$ cat config.mk
export PLATFORM = sky130hd
export DESIGN_NAME = sync_len_xor_frame_parser_flat
export DESIGN_NICKNAME = d
export VERILOG_FILES = /design/src/rtl/slxfp_pkg.sv /design/src/rtl/slxfp_if.sv /design/src/rtl/sync_len_xor_frame_parser.sv /design/src/flat_wrapper.sv
export VERILOG_INCLUDE_DIRS = /design/src /design/src/rtl
export SDC_FILE = /design/constraint.sdc
export NUM_CORES = 1
export LEC_CHECK = 0
export BUFFER_PORTS_ARGS = -buffer_cell sky130_fd_sc_hd__buf_2
export CELL_PAD_IN_SITES_DETAIL_PLACEMENT = 2
export CELL_PAD_IN_SITES_GLOBAL_PLACEMENT = 2
export CORE_MARGIN = 4
export CORE_UTILIZATION = 42
export DETAILED_ROUTE_END_ITERATION = 6
export PLACE_DENSITY = 0.95
export SLEW_MARGIN = 20
export SYNTH_ARGS = -nofsm -noshare
export SYNTH_HDL_FRONTEND = slang
export SYNTH_SLANG_ARGS = --single-unit
$ cat constraint.sdc
create_clock -name clk -period 14 [get_ports clk]
set_input_delay 4.2 -clock clk [delete_from_list [all_inputs] [get_ports clk]]
set_output_delay 4.2 -clock clk [all_outputs]
set_load 0.02 [all_outputs]
$ cat src/rtl/sync_len_xor_frame_parser_defines.svh
// ----------------------------------------------------------------------------
// Assertion macros for the frame parser
// Shorthand for the concurrent checks at the end of the top level.
// ----------------------------------------------------------------------------
`ifndef SYNC_LEN_XOR_FRAME_PARSER_DEFINES_SVH
`define SYNC_LEN_XOR_FRAME_PARSER_DEFINES_SVH

// Same-cycle implication, sampled on clk and idle during reset.
`define SLXFP_IMPLIES(label, ante, cons) \
	label: assert property (@(posedge clk) disable iff (!arst_n) (ante) |-> (cons)) \
		else $error("frame parser check failed");

// Next-cycle implication, sampled on clk and idle during reset.
`define SLXFP_IMPLIES_NEXT(label, ante, cons) \
	label: assert property (@(posedge clk) disable iff (!arst_n) (ante) |=> (cons)) \
		else $error("frame parser check failed");

`endif

$ cat src/rtl/slxfp_pkg.sv
// ----------------------------------------------------------------------------
// Frame parser package
// Types and constants shared by the frame parser files.
// ----------------------------------------------------------------------------
package slxfp_pkg;

	localparam logic [7:0] SYNC_FIRST  = 8'h55;
	localparam logic [7:0] SYNC_SECOND = 8'hAA;
	localparam logic [8:0] MIN_REPORT  = 9'd7;
	localparam logic [8:0] COUNT_MAX   = 9'd511;
	localparam logic [8:0] POS_SYNC1   = 9'd1;
	localparam logic [8:0] POS_SYNC2   = 9'd2;
	localparam logic [8:0] POS_CMD     = 9'd3;
	localparam logic [8:0] POS_LEN     = 9'd4;
	localparam logic [8:0] POS_DATA    = 9'd5;

	typedef enum logic {
		KIND_DATA    = 1'b0,
		KIND_VERDICT = 1'b1
	} kind_t;

	typedef enum logic [2:0] {
		ST_OK        = 3'd0,
		ST_SHORT     = 3'd1,
		ST_BAD_SYNC  = 3'd2,
		ST_SHORT_LEN = 3'd3,
		ST_BAD_SUM   = 3'd4
	} status_t;

	typedef struct packed {
		kind_t      kind;
		logic [7:0] data_byte;
		logic [7:0] data_index;
		logic       valid_res;
		status_t    status;
		logic [7:0] cmd_byte;
		logic [7:0] payload_len;
		logic [7:0] checksum_rx;
	} result_t;

endpackage

$ cat src/rtl/slxfp_if.sv
// ----------------------------------------------------------------------------
// Frame parser channels
// Valid/ready channels for incoming bytes and outgoing results.
// ----------------------------------------------------------------------------
interface slxfp_byte_if;
	logic       valid;
	logic       ready;
	logic [7:0] byte_in;
	logic       last;

	modport source (output valid, output byte_in, output last, input ready);
	modport sink (input valid, input byte_in, input last, output ready);
endinterface

interface slxfp_result_if;
	logic       valid;
	logic       ready;
	logic       kind;
	logic [7:0] data_byte;
	logic [7:0] data_index;
	logic       valid_res;
	logic [2:0] status;
	logic [7:0] cmd_byte;
	logic [7:0] payload_len;
	logic [7:0] checksum_rx;

	modport source (output valid, output kind, output data_byte, output data_index,
		output valid_res, output status, output cmd_byte, output payload_len,
		output checksum_rx, input ready);
	modport sink (input valid, input kind, input data_byte, input data_index,
		input valid_res, input status, input cmd_byte, input payload_len,
		input checksum_rx, output ready);
endinterface

$ cat src/rtl/sync_len_xor_frame_parser.sv
// ----------------------------------------------------------------------------
// Sync word / length / XOR checksum frame parser
// Splits a byte stream into reports, emits each data byte and a verdict
// on the last byte of every report.
// ----------------------------------------------------------------------------
// Channel   Role   Payload
// bytes     sink   byte_in, last
// results   source kind, data_byte, data_index, valid_res, status,
//                  cmd_byte, payload_len, checksum_rx
//
// One byte is taken per cycle unless results stalls; each byte is held
// in the input register, its result then in the result register. The rate
// is set by the single frame-state update between those two registers.
// Reset clears the frame state and both valid flags.
// A stalled result holds the result register; the input register then
// holds too, and bytes stops taking new transfers.
// ----------------------------------------------------------------------------
`include "sync_len_xor_frame_parser_defines.svh"

module sync_len_xor_frame_parser
	import slxfp_pkg::*;
(
	input  logic                  clk,
	input  logic                  arst_n,
	slxfp_byte_if.sink            bytes,
	slxfp_result_if.source        results
);

	logic       valid_s1;
	logic [7:0] byte_s1;
	logic       last_s1;

	logic [8:0] count_q;
	logic       sync_ok_q;
	logic [7:0] cmd_q;
	logic [7:0] len_q;
	logic [7:0] xor_q;
	logic [7:0] sum_q;

	logic       out_valid_q;
	result_t    out_q;

	logic       adv;
	logic [8:0] data_end;
	logic       is_data;
	logic [8:0] count_n;
	logic       sync_ok_n;
	logic [7:0] cmd_n;
	logic [7:0] len_n;
	logic [7:0] xor_n;
	logic [7:0] sum_n;
	logic [9:0] need_size;
	result_t    res;
	logic       frame_end;
	logic       verdict_out;

	assign adv = valid_s1 && (!out_valid_q || results.ready);
	assign bytes.ready = !valid_s1 || adv;

	always_ff @(posedge clk or negedge arst_n) begin
		if (!arst_n) begin
			valid_s1 <= 1'b0;
		end else if (bytes.ready) begin
			valid_s1 <= bytes.valid;
		end
	end

	always_ff @(posedge clk) begin
		if (bytes.ready && bytes.valid) begin
			byte_s1 <= bytes.byte_in;
			last_s1 <= bytes.last;
		end
	end

	always_comb begin
		data_end  = POS_DATA + {1'b0, len_q};
		is_data   = 1'b0;
		sync_ok_n = sync_ok_q;
		cmd_n     = cmd_q;
		len_n     = len_q;
		xor_n     = xor_q;
		sum_n     = sum_q;
		if (count_q == POS_SYNC1) begin
			if (byte_s1 != SYNC_FIRST) begin
				sync_ok_n = 1'b0;
			end
		end else if (count_q == POS_SYNC2) begin
			if (byte_s1 != SYNC_SECOND) begin
				sync_ok_n = 1'b0;
			end
		end else if (count_q == POS_CMD) begin
			cmd_n = byte_s1;
			xor_n = xor_q ^ byte_s1;
		end else if (count_q == POS_LEN) begin
			len_n = byte_s1;
			xor_n = xor_q ^ byte_s1;
		end else if (count_q >= POS_DATA && count_q < data_end) begin
			xor_n   = xor_q ^ byte_s1;
			is_data = 1'b1;
		end else if (count_q >= POS_DATA && count_q == data_end) begin
			sum_n = byte_s1;
		end
		count_n   = (count_q < COUNT_MAX) ? count_q + 9'd1 : count_q;
		need_size = 10'd6 + {2'b00, len_n};

		res = '0;
		if (last_s1) begin
			res.kind = KIND_VERDICT;
			if (count_n < MIN_REPORT) begin
				res.status = ST_SHORT;
			end else if (!sync_ok_n) begin
				res.status = ST_BAD_SYNC;
			end else if ({1'b0, count_n} < need_size) begin
				res.status      = ST_SHORT_LEN;
				res.payload_len = len_n;
			end else if (xor_n != sum_n) begin
				res.status      = ST_BAD_SUM;
				res.payload_len = len_n;
				res.checksum_rx = sum_n;
			end else begin
				res.status      = ST_OK;
				res.valid_res   = 1'b1;
				res.cmd_byte    = cmd_n;
				res.payload_len = len_n;
				res.checksum_rx = sum_n;
			end
		end else begin
			res.kind       = KIND_DATA;
			res.data_byte  = byte_s1;
			res.data_index = 8'(count_q - POS_DATA);
		end
	end

	always_ff @(posedge clk or negedge arst_n) begin
		if (!arst_n) begin
			count_q   <= '0;
			sync_ok_q <= 1'b1;
			cmd_q     <= '0;
			len_q     <= '0;
			xor_q     <= '0;
			sum_q     <= '0;
		end else if (adv) begin
			if (last_s1) begin
				count_q   <= '0;
				sync_ok_q <= 1'b1;
				cmd_q     <= '0;
				len_q     <= '0;
				xor_q     <= '0;
				sum_q     <= '0;
			end else begin
				count_q   <= count_n;
				sync_ok_q <= sync_ok_n;
				cmd_q     <= cmd_n;
				len_q     <= len_n;
				xor_q     <= xor_n;
				sum_q     <= sum_n;
			end
		end
	end

	always_ff @(posedge clk or negedge arst_n) begin
		if (!arst_n) begin
			out_valid_q <= 1'b0;
		end else if (adv && (last_s1 || is_data)) begin
			out_valid_q <= 1'b1;
		end else if (results.ready) begin
			out_valid_q <= 1'b0;
		end
	end

	always_ff @(posedge clk) begin
		if (adv && (last_s1 || is_data)) begin
			out_q <= res;
		end
	end

	assign results.valid       = out_valid_q;
	assign results.kind        = out_q.kind;
	assign results.data_byte   = out_q.data_byte;
	assign results.data_index  = out_q.data_index;
	assign results.valid_res   = out_q.valid_res;
	assign results.status      = out_q.status;
	assign results.cmd_byte    = out_q.cmd_byte;
	assign results.payload_len = out_q.payload_len;
	assign results.checksum_rx = out_q.checksum_rx;

	assign frame_end   = adv && last_s1;
	assign verdict_out = out_valid_q && out_q.kind == KIND_VERDICT;

	`SLXFP_IMPLIES(a_verdict_flag, verdict_out, out_q.valid_res == (out_q.status == ST_OK))
	`SLXFP_IMPLIES_NEXT(a_frame_cleared, frame_end, count_q == '0 && sync_ok_q && xor_q == '0)
	`SLXFP_IMPLIES_NEXT(a_count_saturates, count_q == COUNT_MAX && !frame_end, count_q == COUNT_MAX)

endmodule

$ cat src/flat_wrapper.sv
// flat-port wrapper written by rule: the top's interface ports become plain ports
module sync_len_xor_frame_parser_flat import slxfp_pkg::*;
  (clk, arst_n, bytes_valid, bytes_byte_in, bytes_last, bytes_ready, results_valid, results_kind, results_data_byte, results_data_index, results_valid_res, results_status, results_cmd_byte, results_payload_len, results_checksum_rx, results_ready);
  slxfp_byte_if bytes_i ();
  slxfp_result_if results_i ();
  input  logic clk;
  input  logic arst_n;
  input wire logic [$bits(bytes_i.valid)-1:0] bytes_valid;
  input wire logic [$bits(bytes_i.byte_in)-1:0] bytes_byte_in;
  input wire logic [$bits(bytes_i.last)-1:0] bytes_last;
  output wire logic [$bits(bytes_i.ready)-1:0] bytes_ready;
  output wire logic [$bits(results_i.valid)-1:0] results_valid;
  output wire logic [$bits(results_i.kind)-1:0] results_kind;
  output wire logic [$bits(results_i.data_byte)-1:0] results_data_byte;
  output wire logic [$bits(results_i.data_index)-1:0] results_data_index;
  output wire logic [$bits(results_i.valid_res)-1:0] results_valid_res;
  output wire logic [$bits(results_i.status)-1:0] results_status;
  output wire logic [$bits(results_i.cmd_byte)-1:0] results_cmd_byte;
  output wire logic [$bits(results_i.payload_len)-1:0] results_payload_len;
  output wire logic [$bits(results_i.checksum_rx)-1:0] results_checksum_rx;
  input wire logic [$bits(results_i.ready)-1:0] results_ready;
  assign bytes_i.valid = bytes_valid;
  assign bytes_i.byte_in = bytes_byte_in;
  assign bytes_i.last = bytes_last;
  assign bytes_ready = bytes_i.ready;
  assign results_valid = results_i.valid;
  assign results_kind = results_i.kind;
  assign results_data_byte = results_i.data_byte;
  assign results_data_index = results_i.data_index;
  assign results_valid_res = results_i.valid_res;
  assign results_status = results_i.status;
  assign results_cmd_byte = results_i.cmd_byte;
  assign results_payload_len = results_i.payload_len;
  assign results_checksum_rx = results_i.checksum_rx;
  assign results_i.ready = results_ready;
  sync_len_xor_frame_parser u_core (.clk(clk), .arst_n(arst_n), .bytes(bytes_i), .results(results_i));
endmodule
## Yosys cells after proc, flatten, opt, wreduce, memory -nomap -nowiden

Cells that the tools add are included.

| storage, ports and cells | value |
|---|---|
| input bits | 13 |
| logic and storage cells | 97 |
| register bits after elaboration | 98 |
| output and inout port bits | 47 |

| operators by class | value |
|---|---|
| add/sub/neg operators | 4 |
| equality and inequality tests | 8 |
| multiplexer cells | 42 |
| reductions and logical operators | 15 |
| magnitude comparators | 5 |
| bitwise logic cells | 3 |

Operator list:

| operator | count |
|---|---|
| 8-bit 2-to-1 mux | 22 |
| 3-bit by 8-bit adder with 9-bit output (first input constant) | 2 |
| 9-bit by 2-bit equality test with 1-bit output (second input constant) | 2 |
| 9-bit 2-to-1 mux | 2 |
| 1-bit 2-to-1 mux | 15 |
| 9-bit by 10-bit < comparator with 1-bit output | 1 |
| 9-bit by 1-bit adder with 9-bit output (second input constant) | 1 |
| 9-bit by 1-bit equality test with 1-bit output (second input constant) | 1 |
| 9-bit by 3-bit equality test with 1-bit output (second input constant) | 1 |
| 9-bit equality test | 1 |
| 9-bit by 3-bit >= comparator with 1-bit output (second input constant) | 1 |
| 9-bit by 3-bit < comparator with 1-bit output (second input constant) | 1 |
| 9-bit < comparator | 1 |
| 9-bit < comparator (second input constant) | 1 |
| 8-bit by 7-bit inequality test with 1-bit output (second input constant) | 1 |
| 8-bit inequality test | 1 |
| 8-bit inequality test (second input constant) | 1 |
| 8-bit by 3-bit subtractor with 8-bit output (second input constant) | 1 |
| 8-bit bitwise XOR | 1 |
| 1-bit logical AND | 5 |
| 5-bit OR reduction | 1 |
| 2-bit 2-to-1 mux | 2 |
| 4-bit OR reduction | 1 |
| 1-bit logical OR | 3 |
| 6 further kinds | 8 |

## Longest topological paths before layout

Gate-level depths: netlist of run 1.

| logic depth | value |
|---|---|
| word-level depth | 14 |
| depth in mapped cells | 20 |
| mapped depth without buffers | 17 |

## Worst setup path before layout of run 1

Ideal clock, no wire load.

| timing | value |
|---|---|
| path type | input -> output |
| start | input port results_ready |
| end | output port bytes_ready |
| data required time | 9.800 ns |
| stages | 1 |
| buffers on the path | 0 |
| setup slack | 5.322 ns |
| arrival | 4.478 ns |
| cells stage by stage | nand3b_1 |

| between the ends | value |
|---|---|
| cells in the longest elaborated chain, start to end | 3 |

Ends and longest elaborated chain:

| what | line | source |
|---|---|---|
| start, declared | flat_wrapper.sv:21 | `input wire logic [$bits(results_i.ready)-1:0] results_ready;` |
| 1-bit logical OR | sync_len_xor_frame_parser.sv:57 | `assign adv = valid_s1 && (!out_valid_q \|\| results.ready);` |
| 1-bit logical AND | sync_len_xor_frame_parser.sv:57 |  |
| 1-bit logical OR | sync_len_xor_frame_parser.sv:58 | `assign bytes.ready = !valid_s1 \|\| adv;` |
| end, declared | flat_wrapper.sv:11 | `output wire logic [$bits(bytes_i.ready)-1:0] bytes_ready;` |

Every way passes these cells.

## Worst setup path after layout of run 1

Same ends and word-level chain as after synthesis.

==> results.yml, run 1 <==
timing:
  fin_skew_ns: 0.0117
  fmax_mhz: 113
  fin_hold_ws_ns: 0.509
  min_period_over_period_pct: 63.3
  relSlewSlack_pct: 42.7
  tightestPinTransition_ns: 0.859
  final.setup.tns_ns: 0
  fin_ws_ns: 5.14
  hold_viol: 0
  setup_viol: 0
  rsz0062_at_grt: "no"
  finalCriticalPeriod_ns: 8.86
  finalMaxSlewViolations: 0
floorplanning:
  dieHeight_um: 126
  initial_core_util_pct: 43.6
  core_area_um2: 13500
  io_pins: 60
  die_w_um: 126
  rows: 42
  die-area_um2: 15900
global_route:
  grtUsageTotal_pct: 27.5
  grt_max_degree: 46
  overflow: 0
  antenna_found_initial: 0
  grt_pass1_vias: 5624
  grt_first_pass_wirelength_um: 33800
cts:
  post_cts_buffers: 0
  cts_resized: 0
  cts_max_path_buffers: 2
  clock_sinks: 98
  cts_tree: "built"
  clk_pin_slew_ns: 0.08
  cts_hold_buf: 0
  root_buffer: "clkbuf_16"
  clk-insertion-delay-late_ns: 0.37
  htreeDepth: 3
  numCtsBuffers: 9
setup_path:
  worst_path_most_repeated_cell: "buf_2"
  critPathMaxStageDelay_ns: 0.18
  reg2reg_depth: 16
  crit_path_cell_trace: "buf_2, nand3b_1, buf_2"
  cp-start-kind: "input pin"
  worstSetupPathType: "in2out"
  critPathRequiredTime_ns: 9.80
  path_max_fanout: 3
  cpMaxStageDelayCell: "nand3b_1"
  cp.arrival_ns: 4.66
  cp-end-kind: "output pin"
yosys:
  ys_warn_count: 0
  synth_largest_area_cell: "edfxtp_1"
  ys_ff_latch: 98
  syn_area_um2: 5860
  syn_nets: 610
  synth_ff_type: "edfxtp_1"
  yosysUniqueCellTypes: 72
  synth-edff-count: 54
  synth_top_area_share_pct: 27.7
  syn_avg_cell_area_um2: 10.2
  synth_area_leaders: "edfxtp_1, dfrtp_1, ha_1"
  ys_async_sr_fraction_pct: 44.9
  syn_inst: 573
  ys_seq_area_share_pct: 46.5
route:
  drc_errors: 0
  drt_wl_total_um: 21600
  via_count: 5032
  ant_nets: 0
  via_per_inst: 6.38
  drt-pass1-iter-count: 5
  drt-initial-drc-count: 491
  wl_per_cell_um: 27.4
worst_hold_path:
  min_delay_path_depth: 1
  hold_class: "reg2reg"
placed_design:
  place.port_buffers: 59
  dpl.hpwl_um: 14400
  gp_congestion: 0.836
  post-place-ws_ns: 5.14
finish:
  drive_gt1_share_pct: 17.1
  area_delta_synth_final_pct: 11.5
  fin_util_pct: 48.6
  antenna_cells: 0
  fillers: 1430
  final_nets: 645
pwr:
  p_per_area_nw_per_um2: 135
  cellLeakagePower_uw: 0.00272
  ir_drop_uv: 58.1
outcome:
  status: "completed"
flow_run:
  cap_violations: 0
-- synthesized netlist by cell type, types with 4 or more instances --
| cell type | n |
|---|---|
| inv_1 | 9 |
| dfrtp_1 | 43 |
| nand3b_1 | 5 |
| nand4_1 | 6 |
| a31oi_1 | 8 |
| nor4_2 | 8 |
| a22o_1 | 27 |
| xor2_1 | 19 |
| nand2b_1 | 8 |
| and3_1 | 6 |
| and2_1 | 7 |
| nand2_1 | 53 |
| nor3_1 | 6 |
| nor2_1 | 50 |
| clkbuf_1 | 26 |
| a21oi_1 | 35 |
| buf_6 | 4 |
| o21ai_0 | 35 |
| mux2i_1 | 19 |
| buf_2 | 6 |
| nor2b_1 | 15 |
| o21ai_1 | 5 |
| a21o_1 | 8 |
| ha_1 | 24 |
| edfxtp_1 | 54 |
| xnor2_1 | 9 |
| nand3_1 | 14 |
-- per-stage QoR --
step | cell area (µm²) | instances | total power [µW]
after floorplan | 5860 | 573 | 521
after global placement | 6220 | 773 | 580
after detailed placement | 6220 | 773 | 608
after CTS | 6530 | 789 | 881
after global routing | 6540 | 789 | 917
final | 6540 | 789 | 884
-- critical path: cells and delay by family --
family | cells | cell delay (ns)
AND/OR/NAND/NOR | 1 | 0.18
buffers and inverters | 2 | 0.28
-- routing by layer --
| layer | global-route usage [%] | routed length (µm) | share of wire (%) | vias to the layer above |
|---|---|---|---|---|
| met5 | 0 | 0 | 0 | - |
| met4 | 12.7 | 761 | 3.5 | 0 |
| met2 | 46.5 | 10900 | 50 | 199 |
| met3 | 4.49 | 1150 | 5.3 | 60 |
| li1 | - | - | - | 2175 |
| met1 | 34.5 | 8850 | 41 | 2598 |
-- cells in the final DEF, fill, tap and decap left out, types with 7 or more instances in the layout --
| master | netlist | final |
|---|---|---|
| nand2b_1 | 8 | 8 |
| nor2b_1 | 15 | 15 |
| buf_2 | 6 | 58 |
| a21oi_1 | 35 | 35 |
| nand2_1 | 53 | 53 |
| dfrtp_1 | 43 | 43 |
| ha_1 | 24 | 24 |
| a31oi_1 | 8 | 8 |
| nor4_2 | 8 | 8 |
| o21ai_0 | 35 | 35 |
| xnor2_1 | 9 | 9 |
| xor2_1 | 19 | 19 |
| and2_1 | 7 | 7 |
| inv_1 | 9 | 9 |
| nand3_1 | 14 | 14 |
| nor2_1 | 50 | 49 |
| a21o_1 | 8 | 8 |
| mux2i_1 | 19 | 19 |
| edfxtp_1 | 54 | 54 |
| a22o_1 | 27 | 27 |
| clkbuf_16 | 0 | 9 |
-- kinds of logic after synthesis --
group	after synthesis	synth area share [%]
compound gates	152	17.6
mux	21	3.63
xor+xnor	29	4.57
flops	98	46.5
buf+inv	48	3.80
simple gates	201	18.8
fa+ha+maj	24	5.12
-- where the power goes --
| group | switching (µW) | internal [µW] | leakage, µW |
|---|---|---|---|
| Clock | 129 | 143 | 0.000152 |
| Sequential | 30.0 | 333 | 0.00112 |
| Combinational | 171 | 78.1 | 0.00144 |
| Total | 330 | 553 | 0.00272 |
-- area by class of cell --
class                      count  area (µm²)  share of cell area (%)
inverter                       9        33.8                   0.517
tap                          176         220                    3.37
multi-input combinational    427        2920                    44.7
sequential                    98        2720                    41.7
clock buffer                   9         225                    3.45
timing repair buffer          63         328                    5.02
clock inverter                 7        82.6                    1.26
-- worst paths after layout --
path,startpoint,end,slack (ns)
setup reg to reg,u_core.count_q[5]$_DFFE_PN0P_,u_core.results.status[2]$_SDFFCE_PP0P_,8.36
setup / recovery,results_ready,bytes_ready,5.14
min in group asynchronous,arst_n,u_core.cmd_q[3]$_DFFE_PN0P_,3.84
hold / removal,u_core.cmd_q[0]$_DFFE_PN0P_,u_core.cmd_q[0]$_DFFE_PN0P_,0.51
max in group asynchronous,arst_n,u_core.count_q[0]$_DFFE_PN0P_,9.72
hold reg to reg,u_core.cmd_q[0]$_DFFE_PN0P_,u_core.cmd_q[0]$_DFFE_PN0P_,0.51
-- sequential cells by signal, summed over array words and instances (netlist names), 8 cells and up --
register,flops
u_core.byte_s1,8
u_core.results.payload_len,8
u_core.sum_q,8
u_core.results.data_byte,8
u_core.results.data_index,8
u_core.len_q,8
u_core.xor_q,8
u_core.results.checksum_rx,8
u_core.results.cmd_byte,8
u_core.count_q,9
u_core.cmd_q,8
Power figures use the tool's default switching activity.
==> run 2, diff against run 1 <==
--- a/config.mk
+++ b/config.mk
@@ -10,9 +10,9 @@
 export CELL_PAD_IN_SITES_DETAIL_PLACEMENT = 2
 export CELL_PAD_IN_SITES_GLOBAL_PLACEMENT = 2
 export CORE_MARGIN = 4
-export CORE_UTILIZATION = 42
+export CORE_UTILIZATION = 35
 export DETAILED_ROUTE_END_ITERATION = 6
-export PLACE_DENSITY = 0.95
+export PLACE_DENSITY = 0.86
 export SLEW_MARGIN = 20
 export SYNTH_ARGS = -nofsm -noshare
 export SYNTH_HDL_FRONTEND = slang
==> constraint.sdc (replaced) <==
create_clock -name clk -period 7.2 [get_ports clk]
set_input_delay 2.16 -clock clk [delete_from_list [all_inputs] [get_ports clk]]
set_output_delay 2.16 -clock clk [all_outputs]
set_load 0.02 [all_outputs]
==> results.yml, run 2 (synthesized netlist as in run 1, its figures left out) <==
floorplanning:
  io_pins: 60
  die-area_um2: 18900
  die_w_um: 137
  initial_core_util_pct: 35.5
  rows: 47
  core_area_um2: 16500
  dieHeight_um: 137
timing:
  relSlewSlack_pct: 40.8
  tightestPinTransition_ns: 0.889
  fin_skew_ns: 0.0104
  setup_viol: 0
  rsz0062_at_grt: "no"
  min_period_over_period_pct: 70.6
  hold_viol: 0
  fmax_mhz: 197
  final.setup.tns_ns: 0
  finalCriticalPeriod_ns: 5.08
  finalMaxSlewViolations: 0
finish:
  drive_gt1_share_pct: 17.2
  area_delta_synth_final_pct: 12.5
  largest_reg_flops: 9
  layout_commonest_cell: "buf_2"
  fillers: 1757
  layout_common_cells: "buf_2, edfxtp_1, nand2_1"
  antenna_cells: 0
  top_register: "u_core.count_q"
  final_nets: 644
  post-route-cell-area_um2: 6590
worst_hold_path:
  hold_class: "reg2reg"
  min_from: "u_core.cmd_q[6]$_DFFE_PN0P_"
cts:
  cts_tree: "built"
  cts_hold_buf: 0
  htreeDepth: 3
  numCtsBuffers: 9
  clock_sinks: 98
  clk-insertion-delay-late_ns: 0.36
  post_cts_buffers: 0
  cts_resized: 0
  root_buffer: "clkbuf_16"
  clk_pin_slew_ns: 0.08
  cts_max_path_buffers: 2
setup_path:
  cp.arrival_ns: 5.20
  critPathRequiredTime_ns: 7.32
  path_max_fanout: 18
  cp-end-kind: "flop"
  worstReg2RegStart: "u_core.count_q[5]$_DFFE_PN0P_"
  worstSetupPathType: "reg2reg"
  cp-start-kind: "flop"
  cp-startpoint: "u_core.count_q[5]$_DFFE_PN0P_"
global_route:
  grtUsageTotal_pct: 20.6
  grt_pass1_vias: 5105
  grt_first_pass_wirelength_um: 29600
  overflow: 0
  grt_max_degree: 46
  antenna_found_initial: 0
route:
  via_count: 4775
  via_per_inst: 5.74
  drc_errors: 0
  drt_wl_total_um: 18800
  drt-initial-drc-count: 323
  drt-pass1-iter-count: 5
  wl_per_cell_um: 22.6
  ant_nets: 0
placed_design:
  place.port_buffers: 59
  placed_cell_area_um2: 6270
  dpl.hpwl_um: 13200
  gp_congestion: 0.921
outcome:
  status: "completed"
pwr:
  ir_drop_uv: 126
  p_per_area_nw_per_um2: 257
  cellLeakagePower_uw: 0.00272
flow_run:
  cap_violations: 0
-- run 2: area by class of cell --
type	count	area [µm²]	area share, %
clock inverter	7	91.3	1.39
sequential	98	2720	41.3
inverter	9	33.8	0.513
tap	220	275	4.18
clock buffer	9	225	3.42
multi-input combinational	427	2920	44.3
timing repair buffer	62	320	4.86
-- run 2: final timing paths --
check	endpoint	slack (ns)	depth (start not counted)
worst min-delay path	u_core.cmd_q[6]$_DFFE_PN0P_	0.52	1
max in group asynchronous	u_core.count_q[8]$_DFFE_PN0P_	4.94	1
worst min register to register	u_core.cmd_q[6]$_DFFE_PN0P_	0.52	1
worst max-delay path	u_core.results.status[2]$_SDFFCE_PP0P_	2.12	16
worst max register to register	u_core.results.status[2]$_SDFFCE_PP0P_	2.12	16
min in group asynchronous	u_core.cmd_q[7]$_DFFE_PN0P_	1.80	1
-- run 2: critical path, cell delays in order (launching register included) --
cell	delay [ns]
dfrtp_1	0.57
nor4_4	0.43
and4_1	0.77
mux2i_1	0.49
nand2_1	0.23
nand2_1	0.14
xor2_1	0.17
nand2_1	0.07
o21ai_0	0.11
ha_1	0.28
a21o_1	0.17
a21o_1	0.18
a21o_1	0.18
a21o_1	0.18
a221o_1	0.39
nand2b_4	0.27
o21ba_1	0.20
-- run 2: through the flow --
stage / std cells / power, µW / setup WS (ns) / hold WS (ns) / util (%)
after global placement: 816 / 1140 / 2.45 / 0.487 / 38.0
after floorplan: 573 / 1010 / 2.29 / 0.424 / -
after detailed placement: 816 / 1170 / 2.19 / 0.497 / 38.0
after CTS: 832 / 1710 / 2.11 / 0.517 / 39.9
final: 832 / 1690 / 2.12 / 0.517 / 39.9
after global routing: 832 / 1770 / 1.79 / 0.549 / 39.9
-- run 2: layer usage --
| metal | global-route usage, % | part of all wire (%) | vias up |
|---|---|---|---|
| li1 | - | - | 2174 |
| met1 | 27.8 | 44 | 2472 |
| met2 | 34.2 | 50 | 102 |
| met3 | 2.63 | 3.7 | 27 |
| met4 | 7.04 | 2.1 | 0 |
| met5 | 0 | 0 | - |
-- run 2: where the power goes --
| group | internal, µW | switching, µW | leakage (µW) |
|---|---|---|---|
| Sequential | 647 | 59.5 | 0.00112 |
| Clock | 281 | 246 | 0.000154 |
| Combinational | 149 | 309 | 0.00144 |
==> run 3, diff against run 2 <==
--- a/config.mk
+++ b/config.mk
@@ -10,9 +10,9 @@
 export CELL_PAD_IN_SITES_DETAIL_PLACEMENT = 2
 export CELL_PAD_IN_SITES_GLOBAL_PLACEMENT = 2
 export CORE_MARGIN = 4
-export CORE_UTILIZATION = 35
+export CORE_UTILIZATION = 39
 export DETAILED_ROUTE_END_ITERATION = 6
-export PLACE_DENSITY = 0.86
+export PLACE_DENSITY = 0.9
 export SLEW_MARGIN = 20
 export SYNTH_ARGS = -nofsm -noshare
 export SYNTH_HDL_FRONTEND = slang
==> constraint.sdc (replaced) <==
create_clock -name clk -period 5.3 [get_ports clk]
set_input_delay 1.59 -clock clk [delete_from_list [all_inputs] [get_ports clk]]
set_output_delay 1.59 -clock clk [all_outputs]
set_load 0.02 [all_outputs]
==> results.yml, run 3 (synthesized netlist as in run 1, its figures left out) <==
setup_path:
  crit_cells: 16
  critPathRequiredTime_ns: 5.42
  critPathMaxStageDelay_ns: 0.62
  crit_path_cell_trace: "nor4_4, and4_1, mux2i_1, nand2_1, nand2_1, xor2_1, nand2_1, o21ai_0, ha_1, a21o_1, a21o_1, a21o_1, a21o_1, a221o_1, nand2b_4, o21ba_1"
  critPathBufInv: 0
  worst_path_most_repeated_cell: "a21o_1"
  reg2reg_depth: 16
  worstSetupPathType: "reg2reg"
  cp-end-kind: "flop"
  r2r_slack_ns: 0.41
  path_max_fanout: 18
  cpMaxStageDelayCell: "dfrtp_1"
  cp.arrival_ns: 5.01
  crit_family: "simple AND/OR/NAND/NOR gates"
  cp-start-kind: "flop"
cts:
  htreeDepth: 3
  cts_resized: 0
  post_cts_buffers: 0
  cts_tree: "built"
  cts_max_path_buffers: 2
  clock_sinks: 98
  root_buffer: "clkbuf_16"
  numCtsBuffers: 9
  cts_hold_buf: 0
  clk_pin_slew_ns: 0.08
  clk-insertion-delay-late_ns: 0.36
timing:
  fin_ws_ns: 0.413
  fmax_mhz: 205
  rsz0062_at_grt: "no"
  finalCriticalPeriod_ns: 4.89
  final.setup.tns_ns: 0
  tightestPinTransition_ns: 0.800
  fin_hold_ws_ns: 0.524
  relSlewSlack_pct: 46.6
  hold_viol: 0
  min_period_over_period_pct: 92.2
  fin_skew_ns: 0.0141
  setup_viol: 0
  finalMaxSlewViolations: 0
global_route:
  grtUsageTotal_pct: 24.8
  grt_max_degree: 46
  grt_first_pass_wirelength_um: 32000
  overflow: 0
  antenna_found_initial: 0
  grt_pass1_vias: 5387
finish:
  drive_gt1_share_pct: 17.3
  top_register: "u_core.count_q"
  final_cells: 798
  largest_reg_flops: 9
  layout_common_cells: "buf_2, edfxtp_1, nand2_1"
  post-route-cell-area_um2: 6550
  final_nets: 646
  layout_commonest_cell: "buf_2"
  area_delta_synth_final_pct: 11.8
  antenna_cells: 0
placed_design:
  dpl.hpwl_um: 13700
  gp_congestion: 0.862
  post-place-ws_ns: 0.574
  placed_cells: 782
  place.port_buffers: 59
  placed_cell_area_um2: 6240
route:
  drc_errors: 0
  ant_nets: 0
  via_count: 4958
  drt-pass1-iter-count: 5
  drt-initial-drc-count: 447
  drt_wl_total_um: 20400
  wl_per_cell_um: 25.5
  via_per_inst: 6.21
flow_run:
  cap_violations: 0
pwr:
  cellLeakagePower_uw: 0.00272
  ir_drop_uv: 173
  p_per_area_nw_per_um2: 352
floorplanning:
  die-area_um2: 17100
  initial_core_util_pct: 40.0
  core_area_um2: 14600
  dieHeight_um: 131
  die_w_um: 131
  rows: 44
  io_pins: 60
worst_hold_path:
  hold_class: "reg2reg"
  min_delay_path_depth: 1
outcome:
  status: "completed"
-- run 3: cell types whose count changed in the layout (fill, tap and decap cells not counted) --
cell	delta
clkinvlp_4	-1
inv_8	-3
inv_6	+3
buf_4	+2
clkinv_1	+1
-- run 3: layout make-up --
type                    instances  area, µm²
clock buffers                   9        225
clock inverters                 7       80.1
fillers                      1555       8090
inverters                       9       33.8
multi-input cells             427       2920
flip-flops and latches         98       2720
well taps                     184        230
repair buffers                 64        335
-- run 3: through the flow --
step	utilization (%)	power [µW]
final	44.7	2300
after detailed placement	42.6	1580
after floorplan	-	1380
after global placement	42.6	1540
after global routing	44.7	2390
after CTS	44.7	2300
-- run 3: worst reg2reg max path, stage by stage (launching register included) --
cell      delay, ns
dfrtp_1        0.62
nor4_4         0.44
and4_1         0.53
mux2i_1        0.50
nand2_1        0.21
nand2_1        0.14
xor2_1         0.16
nand2_1        0.08
o21ai_0        0.10
ha_1           0.28
a21o_1         0.17
a21o_1         0.17
a21o_1         0.17
a21o_1         0.19
a221o_1        0.40
nand2b_4       0.29
o21ba_1        0.20
-- run 3: layer usage --
metal | routed length, µm | GRT usage, % | up-vias
met2 | 10100 | 42.2 | 184
met5 | 0 | 0 | -
met3 | 1150 | 4.07 | 35
met4 | 445 | 8.17 | 0
met1 | 8660 | 32.3 | 2565
li1 | - | - | 2174
-- run 3: power by group --
group | total, µW | internal (µW) | switching (µW)
registers | 965 | 879 | 86.1
logic | 629 | 204 | 425
clock network | 710 | 376 | 335
total | 2300 | 1460 | 845
-- run 3: final timing paths --
path / start / endpoint
worst max-delay path: u_core.count_q[6]$_DFFE_PN0P_ / u_core.results.status[2]$_SDFFCE_PP0P_
worst max register to register: u_core.count_q[6]$_DFFE_PN0P_ / u_core.results.status[2]$_SDFFCE_PP0P_
max in group asynchronous: arst_n / u_core.sum_q[1]$_DFFE_PN0P_
worst min-delay path: u_core.cmd_q[4]$_DFFE_PN0P_ / u_core.cmd_q[4]$_DFFE_PN0P_
worst min register to register: u_core.cmd_q[4]$_DFFE_PN0P_ / u_core.cmd_q[4]$_DFFE_PN0P_
min in group asynchronous: arst_n / u_core.xor_q[2]$_DFFE_PN0P_
